$ cat config.mk
export PLATFORM = sky130hd
export DESIGN_NAME = telemetry_history_ring
export DESIGN_NICKNAME = d
export VERILOG_FILES = /design/src/hdl/thr_pkg.sv /design/src/hdl/thr_ram.sv /design/src/hdl/thr_seq.sv /design/src/hdl/telemetry_history_ring.sv
export SDC_FILE = /design/constraint.sdc
export NUM_CORES = 2
export LEC_CHECK = 0
export BUFFER_PORTS_ARGS = -buffer_cell sky130_fd_sc_hd__buf_2
export CAP_MARGIN = 25
export CORE_MARGIN = 1.5
export CORE_UTILIZATION = 25
export DETAILED_ROUTE_END_ITERATION = 8
export GPL_TIMING_DRIVEN = 0
export MAX_ROUTING_LAYER = met4
export SKIP_LAST_GASP = 1
export SLEW_MARGIN = 20
export SYNTH_ARGS = -nofsm -noshare
export SYNTH_HDL_FRONTEND = slang
export SYNTH_SLANG_ARGS = --single-unit
$ cat constraint.sdc
create_clock -name clk -period 4.2 [get_ports clk]
set_input_delay 0.21 -clock clk [delete_from_list [all_inputs] [get_ports clk]]
set_output_delay 0.21 -clock clk [all_outputs]
set_load 0.005 [all_outputs]
$ cat src/hdl/thr_pkg.sv
package thr_pkg;

	// request function codes
	localparam logic FUNC_LOG  = 1'b0;
	localparam logic FUNC_READ = 1'b1;

	// bytes in one telemetry record
	localparam int RECORD_BYTES = 7;
	localparam int CNT_W        = $clog2(RECORD_BYTES);

	// sequencer states
	typedef enum logic [1:0] {
		ST_IDLE,
		ST_APPEND,
		ST_REDUCE,
		ST_READ
	} thr_state_t;

	// read issue control handed from sequencer to output side
	typedef struct packed {
		logic fire;
		logic live;
	} thr_rd_t;

endpackage

$ cat src/hdl/thr_ram.sv
module thr_ram #(
	parameter int WIDTH = 8,
	parameter int DEPTH = 224
) (
	input  logic                     clk,
	input  logic                     we,
	input  logic [$clog2(DEPTH)-1:0] waddr,
	input  logic [WIDTH-1:0]         wdata,
	input  logic                     re,
	input  logic [$clog2(DEPTH)-1:0] raddr,
	output logic [WIDTH-1:0]         rdata
);

	logic [WIDTH-1:0] mem [DEPTH];

	// one write port, one registered read port
	always_ff @(posedge clk) begin
		if (we) begin
			mem[waddr] <= wdata;
		end
		if (re) begin
			rdata <= mem[raddr];
		end
	end

endmodule

$ cat src/hdl/thr_seq.sv
module thr_seq #(
	parameter int DEPTH = 224
) (
	input  logic                     clk,
	input  logic                     arst_n,
	input  logic                     in_valid,
	output logic                     in_stall,
	input  logic                     func,
	input  logic [7:0]               batt_temp,
	input  logic [7:0]               power_temp,
	input  logic [7:0]               radio_temp,
	input  logic [7:0]               bus5_current,
	input  logic [7:0]               bus33_current,
	input  logic [7:0]               batt_current,
	input  logic [7:0]               batt_voltage,
	input  logic [7:0]               age,
	input  logic                     slot_free,
	output logic                     mem_we,
	output logic [$clog2(DEPTH)-1:0] mem_waddr,
	output logic [7:0]               mem_wdata,
	output logic                     mem_re,
	output logic [$clog2(DEPTH)-1:0] mem_raddr,
	output thr_pkg::thr_rd_t         rd
);

	import thr_pkg::*;

	localparam int PW = $clog2(DEPTH);
	localparam int CW = (PW > 8) ? PW + 1 : 9;

	thr_state_t       state_q, state_d;
	logic [PW-1:0]    wp_q;
	logic             wrapped_q;
	logic [CNT_W-1:0] cnt_q;
	logic [7:0]       rec_q [RECORD_BYTES];
	logic [7:0]       age_q;

	logic             accept;
	logic             age_big;
	logic             last_byte;
	logic [CW-1:0]    addr_sum;
	logic [CW-1:0]    addr_wrap;
	logic [PW-1:0]    rd_addr;

	assign accept    = in_valid && !in_stall;
	assign age_big   = CW'(age_q) >= CW'(DEPTH);
	assign last_byte = cnt_q == CNT_W'(RECORD_BYTES - 1);

	// newest byte sits one behind the write pointer; step back by the reduced age
	assign addr_sum  = CW'(wp_q) + CW'(DEPTH - 1) - CW'(PW'(age_q));
	assign addr_wrap = (addr_sum >= CW'(DEPTH)) ? addr_sum - CW'(DEPTH) : addr_sum;
	assign rd_addr   = PW'(addr_wrap);

	// next state
	always_comb begin
		state_d = state_q;
		unique case (state_q)
			ST_IDLE: begin
				if (in_valid) begin
					state_d = (func == FUNC_READ) ? ST_REDUCE : ST_APPEND;
				end
			end
			ST_APPEND: begin
				if (last_byte) begin
					state_d = ST_IDLE;
				end
			end
			ST_REDUCE: begin
				if (!age_big) begin
					state_d = ST_READ;
				end
			end
			ST_READ: begin
				if (slot_free) begin
					state_d = ST_IDLE;
				end
			end
			default: state_d = ST_IDLE;
		endcase
	end

	// outputs
	always_comb begin
		in_stall  = 1'b1;
		mem_we    = 1'b0;
		mem_re    = 1'b0;
		rd.fire   = 1'b0;
		// entries past the fill point were never written; live is low for them
		rd.live   = wrapped_q || (rd_addr < wp_q);
		unique case (state_q)
			ST_IDLE:   in_stall = 1'b0;
			ST_APPEND: mem_we   = 1'b1;
			ST_REDUCE: in_stall = 1'b1;
			ST_READ: begin
				mem_re  = slot_free;
				rd.fire = slot_free;
			end
			default: in_stall = 1'b1;
		endcase
	end

	assign mem_waddr = wp_q;
	assign mem_wdata = rec_q[0];
	assign mem_raddr = rd_addr;

	// control state
	always_ff @(posedge clk or negedge arst_n) begin
		if (!arst_n) begin
			state_q   <= ST_IDLE;
			wp_q      <= '0;
			wrapped_q <= 1'b0;
			cnt_q     <= '0;
		end else begin
			state_q <= state_d;
			if (accept) begin
				cnt_q <= '0;
			end else if (state_q == ST_APPEND) begin
				cnt_q <= cnt_q + CNT_W'(1);
				if (wp_q == PW'(DEPTH - 1)) begin
					wp_q      <= '0;
					wrapped_q <= 1'b1;
				end else begin
					wp_q <= wp_q + PW'(1);
				end
			end
		end
	end

	// record bytes shift out battery temperature first; age folds down by the depth
	always_ff @(posedge clk) begin
		if (accept) begin
			rec_q[0] <= batt_temp;
			rec_q[1] <= power_temp;
			rec_q[2] <= radio_temp;
			rec_q[3] <= bus5_current;
			rec_q[4] <= bus33_current;
			rec_q[5] <= batt_current;
			rec_q[6] <= batt_voltage;
			age_q    <= age;
		end else begin
			if (state_q == ST_APPEND) begin
				for (int i = 0; i < RECORD_BYTES - 1; i++) begin
					rec_q[i] <= rec_q[i+1];
				end
			end
			if (state_q == ST_REDUCE && age_big) begin
				age_q <= 8'(CW'(age_q) - CW'(DEPTH));
			end
		end
	end

endmodule

$ cat src/hdl/telemetry_history_ring.sv
// Circular history of housekeeping telemetry bytes, DEPTH bytes deep, held in
// one byte-wide synchronous RAM. A log request (func 0) appends its seven
// readings at the write pointer, battery temperature first and battery voltage
// last, and gives no result; after capturing the record it stalls the input
// while it writes the bytes one at a time through the single RAM write port. A
// read request (func 1) returns the byte age positions behind the newest byte,
// ages beyond the depth wrapping around; after capturing the request it stalls
// the input while it checks the age, subtracts the depth as often as it takes
// to fold the age down, waits for a free output register and issues the RAM
// read. The RAM output and the read in flight are registered, and read_byte is
// registered from them in turn. The store reads as zero after reset without a
// clearing pass: a fill mark on the write pointer tells which entries were
// never written.
module telemetry_history_ring #(
	parameter int DEPTH = 224
) (
	input  logic       clk,
	input  logic       arst_n,
	input  logic       in_valid,
	output logic       in_stall,
	input  logic       func,
	input  logic [7:0] batt_temp,
	input  logic [7:0] power_temp,
	input  logic [7:0] radio_temp,
	input  logic [7:0] bus5_current,
	input  logic [7:0] bus33_current,
	input  logic [7:0] batt_current,
	input  logic [7:0] batt_voltage,
	input  logic [7:0] age,
	output logic       out_valid,
	input  logic       out_stall,
	output logic [7:0] read_byte
);

	import thr_pkg::*;

	localparam int PW = $clog2(DEPTH);

	logic          mem_we;
	logic [PW-1:0] mem_waddr;
	logic [7:0]    mem_wdata;
	logic          mem_re;
	logic [PW-1:0] mem_raddr;
	logic [7:0]    mem_rdata;
	thr_rd_t       rd;
	thr_rd_t       rd_s1;
	logic          slot_free;
	logic          out_valid_q;
	logic [7:0]    read_byte_q;

	// a read may issue only if the output register is free when its data lands
	assign slot_free = !rd_s1.fire && (!out_valid_q || !out_stall);

	thr_seq #(
		.DEPTH(DEPTH)
	) u_seq (
		.clk          (clk),
		.arst_n       (arst_n),
		.in_valid     (in_valid),
		.in_stall     (in_stall),
		.func         (func),
		.batt_temp    (batt_temp),
		.power_temp   (power_temp),
		.radio_temp   (radio_temp),
		.bus5_current (bus5_current),
		.bus33_current(bus33_current),
		.batt_current (batt_current),
		.batt_voltage (batt_voltage),
		.age          (age),
		.slot_free    (slot_free),
		.mem_we       (mem_we),
		.mem_waddr    (mem_waddr),
		.mem_wdata    (mem_wdata),
		.mem_re       (mem_re),
		.mem_raddr    (mem_raddr),
		.rd           (rd)
	);

	thr_ram #(
		.WIDTH(8),
		.DEPTH(DEPTH)
	) u_ram (
		.clk  (clk),
		.we   (mem_we),
		.waddr(mem_waddr),
		.wdata(mem_wdata),
		.re   (mem_re),
		.raddr(mem_raddr),
		.rdata(mem_rdata)
	);

	// track the read in flight and the output valid
	always_ff @(posedge clk or negedge arst_n) begin
		if (!arst_n) begin
			rd_s1       <= '0;
			out_valid_q <= 1'b0;
		end else begin
			rd_s1 <= rd;
			if (rd_s1.fire) begin
				out_valid_q <= 1'b1;
			end else if (!out_stall) begin
				out_valid_q <= 1'b0;
			end
		end
	end

	// output data, zero for entries never written
	always_ff @(posedge clk) begin
		if (rd_s1.fire) begin
			read_byte_q <= rd_s1.live ? mem_rdata : 8'h00;
		end
	end

	assign out_valid = out_valid_q;
	assign read_byte = read_byte_q;

endmodule
# After elaboration in Yosys (flattened, before gate mapping)
# Memory sizes are Yosys's and may differ from the RTL's. A register that Yosys moved wholly into a read port is not among the register bits.
# Index checks and enable logic that the tools add are counted.
# totals
ram_bits	1848
mem_count	2
reg_bits	33
out_inout_bits	10
input_bits	69
# memory_table
memory	depth	width	read_ports	rd_ports_with_merged_regs	write_ports	line_no	rtl
u_ram.mem	224	8	1	1	1	thr_ram.sv:14	logic [WIDTH-1:0] mem [DEPTH];
u_seq.rec_q	7	8	7	0	7	thr_seq.sv:35	logic [7:0] rec_q [RECORD_BYTES];
# op_classes
eq_ne	10
magnitude_cmp	3
reduce_logical	14
bitwise_logic	7
mux	29
addsub	6
# op_table
op	n
8-bit two-way mux	10
8-bit subtractor (second input constant)	2
1-bit two-way mux	11
2-bit two-way mux	5
8-bit by 8-bit adder with 9-bit output (second input constant)	1
9-bit by 8-bit >= comparator with 1-bit output (second input constant)	1
9-bit by 8-bit subtractor with 9-bit output	1
8-bit by 1-bit adder with 8-bit output (second input constant)	1
8-bit == test (second input constant)	1
8-bit >= comparator (second input constant)	1
8-bit less-than comparator	1
2-bit case mux with 4 select lines	1
3-bit two-way mux	2
2-bit by 1-bit != test with 1-bit output (second input constant)	3
1-bit OR	6
2-bit == test (second input constant)	2
2-bit != test (second input constant)	2
4-bit AND reduction	1
2-bit nonzero test	2
3-bit by 1-bit adder with 3-bit output (second input constant)	1
3-bit == test (second input constant)	1
1-bit logical AND	3
1-bit logical NOT	3
3-bit AND reduction	1
other kinds (5)	6

# Longest topological paths before layout
# depth
word_depth	6
ltp_mapped	20
mapped_depth_nobuf	18

# Modules after synthesis
# A second synthesis with hierarchy kept.
# unflattened
cells_unflattened	3688
hier_area_um2	74255.0
# by_module_without_submodules
mod	instances	area_each_um2	cells_per_inst
thr_ram	1	69859.5	3269
thr_seq	1	4017.6	398
telemetry_history_ring	1	377.9	21

# Worst setup path before layout
# OpenSTA, ideal clock, no wires.
# synth_path
kind	register to register
start	reg u_seq.wp_q[1] (netlist: u_seq.mem_waddr[1])
end	reg rd_s1[0] in the netlist's numbering
arrival_ns	3.783
path_stages_with_launch	19
setup_ns	0.127
setup_slack_ns	0.290
path_cell_list	dfrtp_1 ha_1 ha_1 fa_1 a211oi_2 nor2_4 xor2_4 ha_1 a41oi_1 o21bai_2 xor2_2 buf_6 buf_12 ha_1 o21a_1 o21ai_0 nand2b_1 a21oi_1 or2_2
# synth_lines
item	line_no	rtl
from (decl)	thr_seq.sv:32	logic [PW-1:0] wp_q;
from (signal assigned)	thr_seq.sv:123	wp_q <= wp_q + PW'(1);
to (signal assigned)	telemetry_history_ring.sv:98	rd_s1 <= rd;
to (decl)	telemetry_history_ring.sv:46	thr_rd_t rd_s1;

# Worst setup path after layout
# layout_path
start	reg u_seq.wp_q[0] (netlist: u_seq.mem_waddr[0])
end	reg u_ram.rdata[7], read port of u_ram.mem, data pin
# layout_between
elab_chain_len	4
# layout_lines
item	line_no	rtl
8-bit by 8-bit adder with 9-bit output (*)	thr_seq.sv:50	assign addr_sum = CW'(wp_q) + CW'(DEPTH - 1) - CW'(PW'(age_q));
9-bit by 8-bit subtractor with 9-bit output (*)	thr_seq.sv:50	
8-bit subtractor or 9-bit by 8-bit >= comparator with 1-bit output (tied branches)	thr_seq.sv:51	assign addr_wrap = (addr_sum >= CW'(DEPTH)) ? addr_sum - CW'(DEPTH) : addr_sum;
8-bit two-way mux (*)	thr_seq.sv:51	
to (decl)	thr_ram.sv:11	output logic [WIDTH-1:0] rdata
# Every way passes the cells marked *; elsewhere a longest branch is shown, timed or not.
# A chain may end at the register's enable or synchronous reset.

==> impl_results.md <==
* Outcome: complete, no violations
* Critical path arrival at 4.69 ns
* Register bit count reported by yosys at 1889
* Largest net degree at the start of global routing at 32
* Slew margin rel. at 0.263
* CTS tree: built
* Final period util at 0.993
* Number of synthesized flops with an enable pin at 1872
* H-Tree Depth at 4
* Crit Path Category: reg2reg
* Clock Pin Slew Worst Setup and Hold Paths at 0.07 ns
* Worst min-delay path class: in2reg
* Via Count at 36700
* # rows at 199
* Distinct cells, synth at 61
* Initial core utilization at 0.252
* Clock Latency Late Sink at 0.83 ns
* GRT Total Usage at 0.130
* Post-DP HPWL at 133000 µm
* # clock sinks at 1889
* RePlAce Congestion at 0.887
* Mapped Avg Cell Area at 21.9 µm²
* Worst-margin pin slew at 1.10 ns
* IO Pins at 79
* Root buffer cell: clkbuf_16
* Critical path peak fanout at 10
* Post-Syn Area at 0.0740 mm²
* Setup WS pre-CTS at -1.53 ns
* Top cells by area, synth: edfxtp_1, mux4_2, nor2_1, nand2_1, clkbuf_1
* Fin Setup TNS at 0 ns
* CP peak stage delay at 0.56 ns
* Bufs and invs on worst path at 4
* PD cells at 842 mW/mm²
* TritonRoute pass-1 iters at 5
* Ys Warns at 0
* Initial antenna violation count at 1
* Total CTS buffers at 188
* Mapped Nets at 3477
* Min setup slack post-route at 0.0288 ns
* Delay-heaviest family, CP: multiplexers
* I/O Buffers at 78
* Worst clock skew at 0.0475 ns
* # fillers at 28000
* Most frequent cell after synthesis: edfxtp_1
* Core area at 0.294 mm²
* Max-slew violations at 0
* DR WL/cell at 24.3 µm
* Die X at 547 µm
* VDD IR-drop max at 0.661 mV
* Fmax at 240 MHz
* Synth Instances at 3376
* Element type at the critical path end: flip-flop
* Fin. Hold Viols at 0
* Max-cap violations at 0
* Via density at 4.62
* Async SR Flop Fraction at 0.00900
* Layout cell share with drive strength beyond 1 at 0.323
* Initial drt markers at 4284
* Setup violations, final at 0
* Max stage delay cell, worst path: mux4_2
* Die area at 0.299 mm²
* DRC Markers at 0
* Final Instance Count excl. Fillers at 7937
* Number of routed nets with antenna violations at 0
* Worst path required time at 4.72 ns
* Post-route minimum period at 4.17 ns
* Storage element area at 0.0566 mm²
* Total chip power at 74.8 mW
* Total Nets Final at 3960
* Multi-input logic area at 0.0170 mm²
* Die Height at 547 µm
* Placed cell count at 7490
* Top post-synthesis cells by count: edfxtp_1, mux4_2, nor2_1
* First-pass GRT wire length at 273000 µm
* Vias in the first global route at 37100
* Final WL at 193000 µm
* Ys flop type: edfxtp_1
* Top-area cell type share of the netlist area at 0.760
* Static Leak at 27.7 nW
* Crit-path cells: ha_1 > ha_4 > clkbuf_4 > clkbuf_2 > buf_6 > clkbuf_4 > mux4_2 > mux4_2 > mux2_2 > o211ai_1 > a32oi_1
* Overflow after GRT at 0
* Clock tree buffer depth at 3
* Area Growth Syn to Fin at 20.2%
* Leading area contributor after synthesis: edfxtp_1
* CP startpoint kind: flip-flop
* Post-synthesis sequential area ratio at 0.766
[cell families (layout without fill, tap and decap cells)]
group	after synthesis	in the layout	synth area share
flip-flops	1889	1889	0.766
multiplexers	609	609	0.177
AND/OR/NAND/NOR	525	525	0.0293
buffers and inverters	216	857	0.0120
AO/OA/AOI/OAI	96	96	0.00891
adder cells (fa/ha/maj)	32	32	0.00551
XOR/XNOR	9	9	0.00152
other	0	1	0
[flip-flops by register name, summed over array words and instances (netlist names), 2 cells and up]
signal           count
u_ram.rdata          8
rd_s1                2
u_seq.age_q          8
u_ram.mem         1792
u_seq.state_q        2
u_seq.mem_waddr      8
u_seq.cnt_q          3
u_seq.rec_q         56
read_byte            8
[placed cells by master (no fill, tap or decap), types with 7 or more instances in the layout]
master,Yosys,routed
ha_1,31,26
buf_6,1,16
or2_2,10,10
o211a_1,7,7
clkinvlp_4,0,8
clkbuf_1,124,88
buf_4,2,52
dlygate4sd3_1,0,73
a21oi_1,14,11
edfxtp_1,1872,1872
clkbuf_16,0,190
inv_1,29,27
clkinv_1,0,39
nand2_1,193,192
bufinv_16,0,15
mux2_2,37,37
and2_1,17,16
clkinv_2,0,39
o22ai_2,0,9
clkbuf_4,0,23
nor2_1,244,239
o211ai_1,9,9
o22ai_4,0,12
mux2i_1,15,13
o21ai_0,15,15
dfrtp_1,17,14
buf_8,0,84
buf_16,0,13
clkbuf_2,1,57
nand3_1,29,27
mux4_2,556,556
buf_2,37,101
[power by group]
part | total [mW] | leakage, nW | internal (mW) | switching, mW
Sequential | 23.7 | 17.1 | 23.5 | 0.279
Combinational | 34.5 | 7.62 | 14.4 | 20.2
Clock | 16.6 | 2.95 | 9.30 | 7.26
[cell type report]
type	count	share of cell area
clock inverters	118	0.0130
multi-input cells	1271	0.191
plain buffers	184	0.0119
diodes	1	0.0000281
flip-flops and latches	1889	0.637
repair buffers	294	0.0355
inverters	31	0.00134
clock buffers	230	0.0552
well taps	3919	0.0551
[path summary, 6_finish.rpt]
path	cells after the start	startpoint	to	slack (ns)
setup / recovery	11	u_seq.mem_waddr[0]$_DFFE_PN0P_	u_ram.rdata[7]$_DFFE_PP_	0.03
hold / removal	2	batt_voltage[1]	u_seq.rec_q[6][1]$_DFFE_PP_	0.11
setup reg to reg	11	u_seq.mem_waddr[0]$_DFFE_PN0P_	u_ram.rdata[7]$_DFFE_PP_	0.03
hold reg to reg	1	u_seq.wrapped_q$_DFFE_PN0P_	rd_s1[0]$_DFF_PN0_	0.46
max in group asynchronous	3	arst_n	u_seq.mem_waddr[7]$_DFFE_PN0P_	2.92
min in group asynchronous	3	arst_n	u_seq.mem_waddr[2]$_DFFE_PN0P_	0.65
[per-stage QoR]
stage                     utilization  hold WS (ns)  cell area [µm²]
final                           0.302         0.107            88900
after CTS                       0.301        0.0334            88500
after floorplan                     -       -0.0856            74000
after global placement          0.270         0.184            79300
after detailed placement        0.276         0.182            81100
after global routing            0.302        0.0722            88900
[per-layer routing]
layer,global-route usage,share of wire,vias to the layer above
met3,0.0284,0.080,347
met4,0.0448,0.034,0
met1,0.169,0.41,19800
met5,-,0,-
li1,-,-,15000
met2,0.201,0.47,1510
[repair_timing]
| item | in CTS | in global routing |
|---|---|---|
| setup endpoints to repair | 9 | 9 |
| hold endpoints to repair | 88 | 0 |
| setup buffers | 6 | 9 |
| gates resized for setup | 164 | 51 |
| hold buffers | 73 | 0 |
| pin swaps | 6 | 7 |
No activity file was read; power rests on OpenSTA's default activity.
